<file path="src/rtl/rtpfua_pkg.sv">
// ----------------------------------------------------------------------------
// RTP FU-A packetizer package
// Shared types, constants and register indexes for the H.264 RTP packetizer.
// ----------------------------------------------------------------------------
package rtpfua_pkg;

  localparam int SIZE_BITS   = 24;
  localparam int QUEUE_DEPTH = 4;
  localparam int QPTR_W      = 2;
  localparam int POS_W       = 4;

  localparam logic [1:0] CFG_PAYLOAD_TYPE = 2'd0;
  localparam logic [1:0] CFG_SSRC_VALUE   = 2'd1;
  localparam logic [1:0] CFG_MAX_PAYLOAD  = 2'd2;

  localparam logic [6:0]  PAYLOAD_TYPE_RESET = 7'd96;
  localparam logic [31:0] SSRC_VALUE_RESET   = 32'd0;
  localparam logic [10:0] MAX_PAYLOAD_RESET  = 11'd1488;

  localparam logic [7:0] RTP_VERSION_BYTE = 8'h80;
  localparam logic [7:0] NRI_MASK         = 8'h60;
  localparam logic [4:0] FU_A_TYPE        = 5'd28;
  localparam logic [4:0] NAL_TYPE_SPS     = 5'd7;
  localparam logic [4:0] NAL_TYPE_PPS     = 5'd8;

  localparam logic [1:0] CMD_BYTE   = 2'd0;
  localparam logic [1:0] CMD_SINGLE = 2'd1;
  localparam logic [1:0] CMD_FRAG   = 2'd2;

  localparam logic [POS_W-1:0] LAST_POS_BYTE   = 4'd0;
  localparam logic [POS_W-1:0] LAST_POS_SINGLE = 4'd12;
  localparam logic [POS_W-1:0] LAST_POS_FRAG   = 4'd14;

  typedef struct packed {
    logic [7:0]  data_byte;
    logic        nal_start;
    logic [23:0] nal_size;
    logic [31:0] timestamp;
    logic        frame_end;
  } nal_item_t;

  typedef struct packed {
    logic [7:0] out_byte;
    logic       packet_start;
    logic       packet_end;
    logic       run_last;
  } rtp_item_t;

  typedef struct packed {
    logic [1:0]  kind;
    logic [7:0]  data;
    logic        pend;
    logic        marker;
    logic [15:0] seq;
    logic [31:0] stamp;
    logic [7:0]  fu_ind;
    logic [7:0]  fu_hdr;
  } cmd_t;

endpackage

</file>
<file path="src/rtl/rtpfua_front.sv">
// ----------------------------------------------------------------------------
// RTP FU-A packetizer front end
// Accepts NAL bytes, tracks the NAL and fragment state and queues one
// command for every byte that produces packet output.
// ----------------------------------------------------------------------------
module rtpfua_front (
  input  logic                  clk,
  input  logic                  rst,
  input  logic                  nal_valid,
  output logic                  nal_stall,
  input  rtpfua_pkg::nal_item_t nal_item,
  input  logic [10:0]           max_payload,
  input  logic                  full,
  output logic                  push,
  output rtpfua_pkg::cmd_t      cmd
);

  localparam int SB = rtpfua_pkg::SIZE_BITS;

  logic [15:0]   seq_number;
  logic [SB-1:0] byte_index;
  logic [SB-1:0] nal_length;
  logic [7:0]    nal_header_byte;
  logic          drop_flag;
  logic          fragment_mode;
  logic [10:0]   fragment_left;
  logic          first_fragment;
  logic [31:0]   held_timestamp;
  logic          held_marker;

  logic [15:0]   seq_number_next;
  logic [SB-1:0] idx;
  logic [SB-1:0] len;
  logic [7:0]    hdr_next;
  logic          drop;
  logic          frag;
  logic [10:0]   fleft;
  logic [10:0]   fl;
  logic          first;
  logic [31:0]   stamp;
  logic          mark;
  logic          accept;
  logic          in_range;
  logic          active;
  logic          last;
  logic [SB-1:0] left_now;
  logic [10:0]   chunk;

  assign nal_stall = full;
  assign accept    = nal_valid && !full;

  always_comb begin
    len   = nal_length;
    drop  = drop_flag;
    frag  = fragment_mode;
    fleft = fragment_left;
    first = first_fragment;
    stamp = held_timestamp;
    mark  = held_marker;
    idx   = (&byte_index) ? byte_index : byte_index + SB'(1);
    if (nal_item.nal_start) begin
      len   = SB'(nal_item.nal_size);
      drop  = len < SB'(5);
      frag  = !drop && ((len - SB'(3)) > SB'(max_payload));
      fleft = '0;
      first = 1'b1;
      stamp = nal_item.timestamp;
      mark  = nal_item.frame_end;
      idx   = '0;
    end
    in_range = idx < len;
    left_now = len - idx;
    active   = (idx >= SB'(3)) && in_range && !drop;
    chunk    = (max_payload > 11'd2) ? max_payload - 11'd2 : 11'd1;
    last     = left_now <= SB'(chunk);
    hdr_next = nal_header_byte;
    seq_number_next = seq_number;
    fl   = fleft;
    push = 1'b0;

    cmd.kind   = rtpfua_pkg::CMD_BYTE;
    cmd.data   = nal_item.data_byte;
    cmd.pend   = left_now == SB'(1);
    cmd.marker = mark;
    cmd.seq    = seq_number;
    cmd.stamp  = stamp;
    cmd.fu_ind = (nal_header_byte & rtpfua_pkg::NRI_MASK) | {3'b000, rtpfua_pkg::FU_A_TYPE};
    cmd.fu_hdr = {first, last, 1'b0, nal_header_byte[4:0]};

    if (active) begin
      if (idx == SB'(3)) begin
        hdr_next = nal_item.data_byte;
        if (nal_item.data_byte[4:0] == rtpfua_pkg::NAL_TYPE_SPS ||
            nal_item.data_byte[4:0] == rtpfua_pkg::NAL_TYPE_PPS) begin
          drop = 1'b1;
        end else if (!frag) begin
          push            = 1'b1;
          cmd.kind        = rtpfua_pkg::CMD_SINGLE;
          seq_number_next = seq_number + 16'd1;
        end
      end else if (!frag) begin
        push = 1'b1;
      end else begin
        push = 1'b1;
        if (fleft == 11'd0) begin
          cmd.kind        = rtpfua_pkg::CMD_FRAG;
          cmd.marker      = mark && last;
          fl              = last ? left_now[10:0] : chunk;
          first           = 1'b0;
          seq_number_next = seq_number + 16'd1;
        end
        fleft    = fl - 11'd1;
        cmd.pend = fl == 11'd1;
      end
    end
    push = push && accept;
  end

  always_ff @(posedge clk) begin
    if (rst) begin
      seq_number      <= '0;
      byte_index      <= '0;
      nal_length      <= '0;
      nal_header_byte <= '0;
      drop_flag       <= 1'b0;
      fragment_mode   <= 1'b0;
      fragment_left   <= '0;
      first_fragment  <= 1'b1;
      held_timestamp  <= '0;
      held_marker     <= 1'b0;
    end else if (accept) begin
      seq_number      <= seq_number_next;
      byte_index      <= idx;
      nal_length      <= len;
      nal_header_byte <= hdr_next;
      drop_flag       <= drop;
      fragment_mode   <= frag;
      fragment_left   <= fleft;
      first_fragment  <= first;
      held_timestamp  <= stamp;
      held_marker     <= mark;
    end
  end

endmodule

</file>
<file path="src/rtl/rtpfua_queue.sv">
// ----------------------------------------------------------------------------
// RTP FU-A packetizer command queue
// A short first-in first-out queue of commands between front and back end.
// ----------------------------------------------------------------------------
module rtpfua_queue (
  input  logic             clk,
  input  logic             rst,
  input  logic             push,
  input  rtpfua_pkg::cmd_t wr_cmd,
  input  logic             pop,
  output rtpfua_pkg::cmd_t head,
  output logic             empty,
  output logic             full
);

  localparam int QW = rtpfua_pkg::QPTR_W;

  rtpfua_pkg::cmd_t entries [rtpfua_pkg::QUEUE_DEPTH];
  logic [QW-1:0]    wr_ptr;
  logic [QW-1:0]    rd_ptr;
  logic [QW:0]      count;

  assign head  = entries[rd_ptr];
  assign empty = count == '0;
  assign full  = count == (QW + 1)'(rtpfua_pkg::QUEUE_DEPTH);

  always_ff @(posedge clk) begin
    if (push) begin
      entries[wr_ptr] <= wr_cmd;
    end
  end

  always_ff @(posedge clk) begin
    if (rst) begin
      wr_ptr <= '0;
      rd_ptr <= '0;
      count  <= '0;
    end else begin
      if (push) begin
        wr_ptr <= wr_ptr + QW'(1);
      end
      if (pop) begin
        rd_ptr <= rd_ptr + QW'(1);
      end
      case ({push, pop})
        2'b10:   count <= count + (QW + 1)'(1);
        2'b01:   count <= count - (QW + 1)'(1);
        default: count <= count;
      endcase
    end
  end

  // A push into a full queue or a pop from an empty one would lose or invent a request.
  assert property (@(posedge clk) disable iff (rst) push |-> !full)
    else $error("command pushed into a full queue");
  assert property (@(posedge clk) disable iff (rst) pop |-> !empty)
    else $error("command popped from an empty queue");

endmodule

</file>
<file path="src/rtl/rtpfua_back.sv">
// ----------------------------------------------------------------------------
// RTP FU-A packetizer back end
// Expands each command into RTP header, FU bytes and payload byte as its kind needs,
// one byte per cycle unless the output stalls, into a registered output stage.
// ----------------------------------------------------------------------------
module rtpfua_back (
  input  logic                  clk,
  input  logic                  rst,
  input  rtpfua_pkg::cmd_t      head,
  input  logic                  empty,
  output logic                  pop,
  input  logic [6:0]            payload_type,
  input  logic [31:0]           ssrc_value,
  output logic                  rtp_valid,
  input  logic                  rtp_stall,
  output rtpfua_pkg::rtp_item_t rtp_item
);

  localparam int PW = rtpfua_pkg::POS_W;

  logic [PW-1:0]         pos;
  logic [PW-1:0]         pos_next;
  logic [PW-1:0]         last_pos;
  logic                  advance;
  logic                  is_last;
  rtpfua_pkg::rtp_item_t item_next;

  assign advance = !rtp_valid || !rtp_stall;

  always_comb begin
    case (head.kind)
      rtpfua_pkg::CMD_SINGLE: last_pos = rtpfua_pkg::LAST_POS_SINGLE;
      rtpfua_pkg::CMD_FRAG:   last_pos = rtpfua_pkg::LAST_POS_FRAG;
      default:                last_pos = rtpfua_pkg::LAST_POS_BYTE;
    endcase
    is_last = pos == last_pos;
    pop      = advance && !empty && is_last;
    pos_next = is_last ? '0 : pos + PW'(1);

    item_next.packet_start = (pos == '0) && (head.kind != rtpfua_pkg::CMD_BYTE);
    item_next.packet_end   = is_last && head.pend;
    item_next.run_last     = is_last;
    if (is_last) begin
      item_next.out_byte = head.data;
    end else begin
      case (pos)
        4'd0:    item_next.out_byte = rtpfua_pkg::RTP_VERSION_BYTE;
        4'd1:    item_next.out_byte = {head.marker, payload_type};
        4'd2:    item_next.out_byte = head.seq[15:8];
        4'd3:    item_next.out_byte = head.seq[7:0];
        4'd4:    item_next.out_byte = head.stamp[31:24];
        4'd5:    item_next.out_byte = head.stamp[23:16];
        4'd6:    item_next.out_byte = head.stamp[15:8];
        4'd7:    item_next.out_byte = head.stamp[7:0];
        4'd8:    item_next.out_byte = ssrc_value[31:24];
        4'd9:    item_next.out_byte = ssrc_value[23:16];
        4'd10:   item_next.out_byte = ssrc_value[15:8];
        4'd11:   item_next.out_byte = ssrc_value[7:0];
        4'd12:   item_next.out_byte = head.fu_ind;
        4'd13:   item_next.out_byte = head.fu_hdr;
        default: item_next.out_byte = 8'h00;
      endcase
    end
  end

  always_ff @(posedge clk) begin
    if (rst) begin
      rtp_valid <= 1'b0;
      pos       <= '0;
    end else if (advance) begin
      rtp_valid <= !empty;
      if (!empty) begin
        pos <= pos_next;
      end
    end
  end

  always_ff @(posedge clk) begin
    if (advance && !empty) begin
      rtp_item <= item_next;
    end
  end

  // Mid-packet the request being expanded must still sit at the head of the queue.
  assert property (@(posedge clk) disable iff (rst) (pos != '0) |-> !empty)
    else $error("packet expansion lost its request");
  // Every packet is at least thirteen bytes, so a packet never starts on a request's last byte.
  assert property (@(posedge clk) disable iff (rst)
      (rtp_valid && rtp_item.packet_start) |-> !rtp_item.run_last)
    else $error("packet start on the last byte of a request");
  assert property (@(posedge clk) disable iff (rst) pos <= rtpfua_pkg::LAST_POS_FRAG)
    else $error("byte position beyond the longest request");

endmodule

</file>
<file path="src/rtl/h264_rtp_fua_packetizer.sv">
// ----------------------------------------------------------------------------
// H.264 RTP FU-A packetizer
// An accepted input byte that produces output is written into the command
// queue, then expanded into the registered output stage. Throughput: one
// input byte per cycle for payload bytes while the four-entry queue is not
// full; each packet header adds 12 output bytes, 14 for an FU-A fragment.
// Reset: synchronous; state and queue cleared, registers to their defaults.
// ----------------------------------------------------------------------------
module h264_rtp_fua_packetizer (
  input  logic                  clk,
  input  logic                  rst,
  input  logic                  nal_valid,
  output logic                  nal_stall,
  input  rtpfua_pkg::nal_item_t nal_item,
  output logic                  rtp_valid,
  input  logic                  rtp_stall,
  output rtpfua_pkg::rtp_item_t rtp_item,
  input  logic                  cfg_valid,
  output logic                  cfg_ready,
  input  logic [1:0]            cfg_index,
  input  logic [31:0]           cfg_data
);

  logic [6:0]       payload_type;
  logic [31:0]      ssrc_value;
  logic [10:0]      max_payload;
  logic             push;
  logic             pop;
  logic             empty;
  logic             full;
  rtpfua_pkg::cmd_t wr_cmd;
  rtpfua_pkg::cmd_t head;

  assign cfg_ready = 1'b1;

  always_ff @(posedge clk) begin
    if (rst) begin
      payload_type <= rtpfua_pkg::PAYLOAD_TYPE_RESET;
      ssrc_value   <= rtpfua_pkg::SSRC_VALUE_RESET;
      max_payload  <= rtpfua_pkg::MAX_PAYLOAD_RESET;
    end else if (cfg_valid && cfg_ready) begin
      case (cfg_index)
        rtpfua_pkg::CFG_PAYLOAD_TYPE: payload_type <= cfg_data[6:0];
        rtpfua_pkg::CFG_SSRC_VALUE:   ssrc_value   <= cfg_data;
        rtpfua_pkg::CFG_MAX_PAYLOAD:  max_payload  <= cfg_data[10:0];
        default: ;
      endcase
    end
  end

  rtpfua_front u_front (
    .clk         (clk),
    .rst         (rst),
    .nal_valid   (nal_valid),
    .nal_stall   (nal_stall),
    .nal_item    (nal_item),
    .max_payload (max_payload),
    .full        (full),
    .push        (push),
    .cmd         (wr_cmd)
  );

  rtpfua_queue u_queue (
    .clk    (clk),
    .rst    (rst),
    .push   (push),
    .wr_cmd (wr_cmd),
    .pop    (pop),
    .head   (head),
    .empty  (empty),
    .full   (full)
  );

  rtpfua_back u_back (
    .clk          (clk),
    .rst          (rst),
    .head         (head),
    .empty        (empty),
    .pop          (pop),
    .payload_type (payload_type),
    .ssrc_value   (ssrc_value),
    .rtp_valid    (rtp_valid),
    .rtp_stall    (rtp_stall),
    .rtp_item     (rtp_item)
  );

endmodule
</file>
<file path="config.mk">
export PLATFORM = sky130hd
export DESIGN_NAME = h264_rtp_fua_packetizer
export DESIGN_NICKNAME = d
export VERILOG_FILES = /design/src/rtl/rtpfua_pkg.sv /design/src/rtl/rtpfua_front.sv /design/src/rtl/rtpfua_queue.sv /design/src/rtl/rtpfua_back.sv /design/src/rtl/h264_rtp_fua_packetizer.sv
export SDC_FILE = /design/constraint.sdc
export NUM_CORES = 1
export LEC_CHECK = 0
export BUFFER_PORTS_ARGS = -buffer_cell sky130_fd_sc_hd__clkbuf_2
export CELL_PAD_IN_SITES_DETAIL_PLACEMENT = 1
export CELL_PAD_IN_SITES_GLOBAL_PLACEMENT = 1
export CORE_MARGIN = 2
export CORE_UTILIZATION = 30
export DETAILED_ROUTE_END_ITERATION = 16
export HOLD_SLACK_MARGIN = 0.06
export MAX_ROUTING_LAYER = met4
export PLACE_DENSITY_LB_ADDON = 0.1
export SLEW_MARGIN = 25
export SYNTH_ARGS = -nofsm -noshare
export SYNTH_HDL_FRONTEND = slang
export SYNTH_HIERARCHICAL = 1
export SYNTH_SLANG_ARGS = --single-unit
export TNS_END_PERCENT = 30
</file>
<file path="constraint.sdc">
create_clock -name clk -period 18.2 [get_ports clk]
set_input_delay 5.46 -clock clk [delete_from_list [all_inputs] [get_ports clk]]
set_output_delay 5.46 -clock clk [all_outputs]
set_load 0.02 [all_outputs]
</file>
==> run metrics <==
total negative slack 0 ns; Largest delay share family, worst path compound AO/OA/AOI/OAI gates; post-synthesis xor/xnor area fraction between 2 and 3%; Synth Area in Simple Gates 14.7%; HP Start u_front/held_marker$_SDFFE_PP0P_; synthesized area per cell 11.8 µm²; initial core utilization between 30 and 40%; Critical Path RT 18.70 ns; initial antenna violation count 1; first-pass GRT wire length 115000 µm; post-synthesis mux area share between 10% and 20%; Main synth FF type edfxtp_1; CTS Buf Count just under 60; Final Max Slew Viols 0; Final ANT Viol Nets 0; r2r startpoint u_front/byte_index[7]$_SDFFE_PP0P_; Setup-failing EPs final 0; RSZ-0062 raised after global routing no; ranking of synthesized cells by area edfxtp_1, dfxtp_1, mux4_2, nor2_1, ha_1; drt via density between 5 and 6; via count 16837; Min-Delay Path Depth 2; post-layout util between 30% and 40%; clk_skew ~0.022 ns; Die Y between 200 and 300 µm; Tot GR Track Use between 15 and 20%; Peak VDD IR approximately 73 µV; status completed; top cell type's share of synthesized area between 30 and 40%; vias in the first global route around 18000; Synth Cell Area 24600 µm²; r2r worst-path depth 26; Final period util 65.1%; cells after synthesis approximately 2100; cell chain of the critical path buf_4, buf_4, inv_1, o21ai_1, ha_1, o211ai_1, a21oi_1, nor2_1, o21ai_0, a21o_1, a21oi_1, xnor2_1, ha_1, a211oi_1, o41ai_1, o221ai_1, and2_1, nand2_4, a221oi_1, ha_1, nand3_1, o211a_1, or3_1; gr ovfl total 0; Core ar. a little over 80000 µm²; most numerous cell in the Yosys netlist edfxtp_1; Root Driver clkbuf_16; Die W 290 µm; Compound-Gate Fraction of Synth Area ~8.9%; Pwr Density about 96 nW/µm²; Final min period 11.85 ns; largest net degree at the start of global routing between 80 and 90; Post-DP HPWL roughly 54000 µm; Worst Max-Slew Pin Slew just over 1 ns; Yosys warning total 6; hold_ws 0.466 ns; max incr delay on CP 0.58 ns; die area ~84000 µm²; layout cells sized above 1 a little under a fifth; Hold-fix buffers, CTS 0; WP data arrival 12.35 ns; I/O pin count 119; CTS clk-pin slew, worst paths around 0.060 ns; most used cell along the critical path ha_1; CP max FO 47; drt first-iter violations ~1000; Final nets around 2300; FMAX 0.0844 GHz; Port Buffer Count between 100 and 150; kind of end point of the critical path register; post_cts resized 0; post-CTS setup buffers 0; Pre-antenna DRT Iters 5; Clock Sink Count a little under 500; R2R Path End u_front/fragment_left[8]$_SDFFE_PP0P_; Worst-Skew Late Latency between 0.6 and 0.7 ns; critical path's slowest cell buf_4; Synth async-reset ratio 0%; synthesized flop and latch total roughly 500; number of cell rows around 100; Hold Crit Endpoint u_front/held_marker$_SDFFE_PP0P_; Max H-tree Level 2; Synth Area in Adders under 10%; wire per inst between 20 and 25 µm; Fin. Hold Viols 0; Crit path depth 23; leading area contributor after synthesis edfxtp_1; CTS tree done; LEAKAGE slightly below 10 nW; Max-Cap Viols 0; kind of critical path primary input to register; number of diodes 0; Max clock buf depth 3; sequential area share after synthesis 53.3%; r2r setup slk roughly 10 ns; Routed Wire Length 75900 µm; commonest cells in the netlist edfxtp_1, nor2_1, dfxtp_1, nand2_1, nor3_1; Layout area overhead 13.6%; Distinct cells, synth between 90 and 100; main combinational cell family by area after synthesis simple AND/OR/NAND/NOR gates; gpl congestion between 0.8 and 0.9; critical path buffer and inverter count 3; Startpoint Class primary input; worst hold path class register to register; max_slew headroom about a third; # DRC 0; Post-synth EDFFs 315
-- state kept, by name, indices dropped and copies added (netlist names), 2 cells and up, named ones only --
| register | cells |
|---|---|
| u_queue/entries | 304 |
| ssrc_value | 32 |
| u_back/rtp_item | 11 |
| u_front/seq_number | 16 |
| u_front/nal_header_byte | 7 |
| u_queue/count | 3 |
| u_queue/rd_ptr | 2 |
| u_front/nal_length | 24 |
| u_front/byte_index | 24 |
| payload_type | 7 |
| max_payload | 11 |
| u_front/held_timestamp | 32 |
| u_queue/wr_ptr | 2 |
| u_front/fragment_left | 11 |
| u_back/pos | 4 |
-- cell families after synthesis --
kind of cell / count (synthesis)
XOR/XNOR: 72
buffers and inverters: 185
multiplexers: 214
adder cells (fa/ha/maj): 66
flip-flops: 497
other: 3
AND/OR/NAND/NOR: 720
AO/OA/AOI/OAI: 325
-- tightest hold or removal path, stage by stage, from the launching register on --
cell and delay [ns]:
dfxtp_1 0.31, nand2_1 0.05, a21oi_1 0.06
-- power by group --
part / internal, W / switching [W]
clock network: 0.000704 / 0.000485
registers: 0.00122 / 0.0000117
logic: 0.0000966 / 0.000161
-- metrics by stage --
step                instance area, µm²  total power [W]  std cells  worst slack, ns
finish                           27900          0.00267       3264             6.35
global route                     27900          0.00278       3264             5.67
CTS                              27900          0.00272       3264             6.31
detailed placement               26000          0.00151       3153             5.65
global placement                 26000          0.00150       3153             5.95
floorplan                        24600          0.00143       2087             6.73
-- layer usage --
layer  wire length (µm)  vias to the layer above  track usage (%)
li1                   -                     7897                -
met4               1540                        0             4.38
met5                  0                        -                -
met3               2370                       88             2.16
met1              36600                     8589             25.3
met2              35400                      263             29.2
-- placed cells by master, fill, tap and decap left out, drive strengths merged, types with 19 or more instances in the layout --
cell type  count
a31oi         21
and3          19
mux2          57
nand3         39
a21o          19
nor3          93
clkinv        23
mux2i         78
edfxtp       315
a21oi         94
nand2b        89
nand4         29
buf           27
nand2         93
ha            64
xor2          42
nor2         247
xnor2         30
o21ai         57
mux4          79
nor4          19
dfxtp        182
inv           48
clkbuf       195
-- final cells by class --
type	instances	area [µm²]
Timing Repair Buffer	142	782
Inverter	49	189
Tap cell	1060	1330
Multi-Input combinational cell	1405	10600
Fill cell	8714	52900
Sequential cell	497	13100
Clock buffer	80	1610
Clock inverter	31	349
-- worst max-delay path by stage --
| stage | from | end | slack, ns |
|---|---|---|---|
| final | nal_item[57] | u_front/fragment_left[8]$_SDFFE_PP0P_ | 6.35 |
| after global routing | nal_item[57] | u_front/fragment_left[8]$_SDFFE_PP0P_ | 5.67 |
| after CTS | nal_item[57] | u_front/fragment_left[8]$_SDFFE_PP0P_ | 6.31 |
| after detailed placement | nal_item[57] | u_front/fragment_left[8]$_SDFFE_PP0P_ | 5.65 |
| after global placement | nal_item[57] | u_front/fragment_left[8]$_SDFFE_PP0P_ | 5.95 |
| after floorplan | nal_item[57] | u_queue/entries[0][0]$_DFFE_PP_ | 6.73 |
Note: power is estimated with default switching activity, not from simulation.
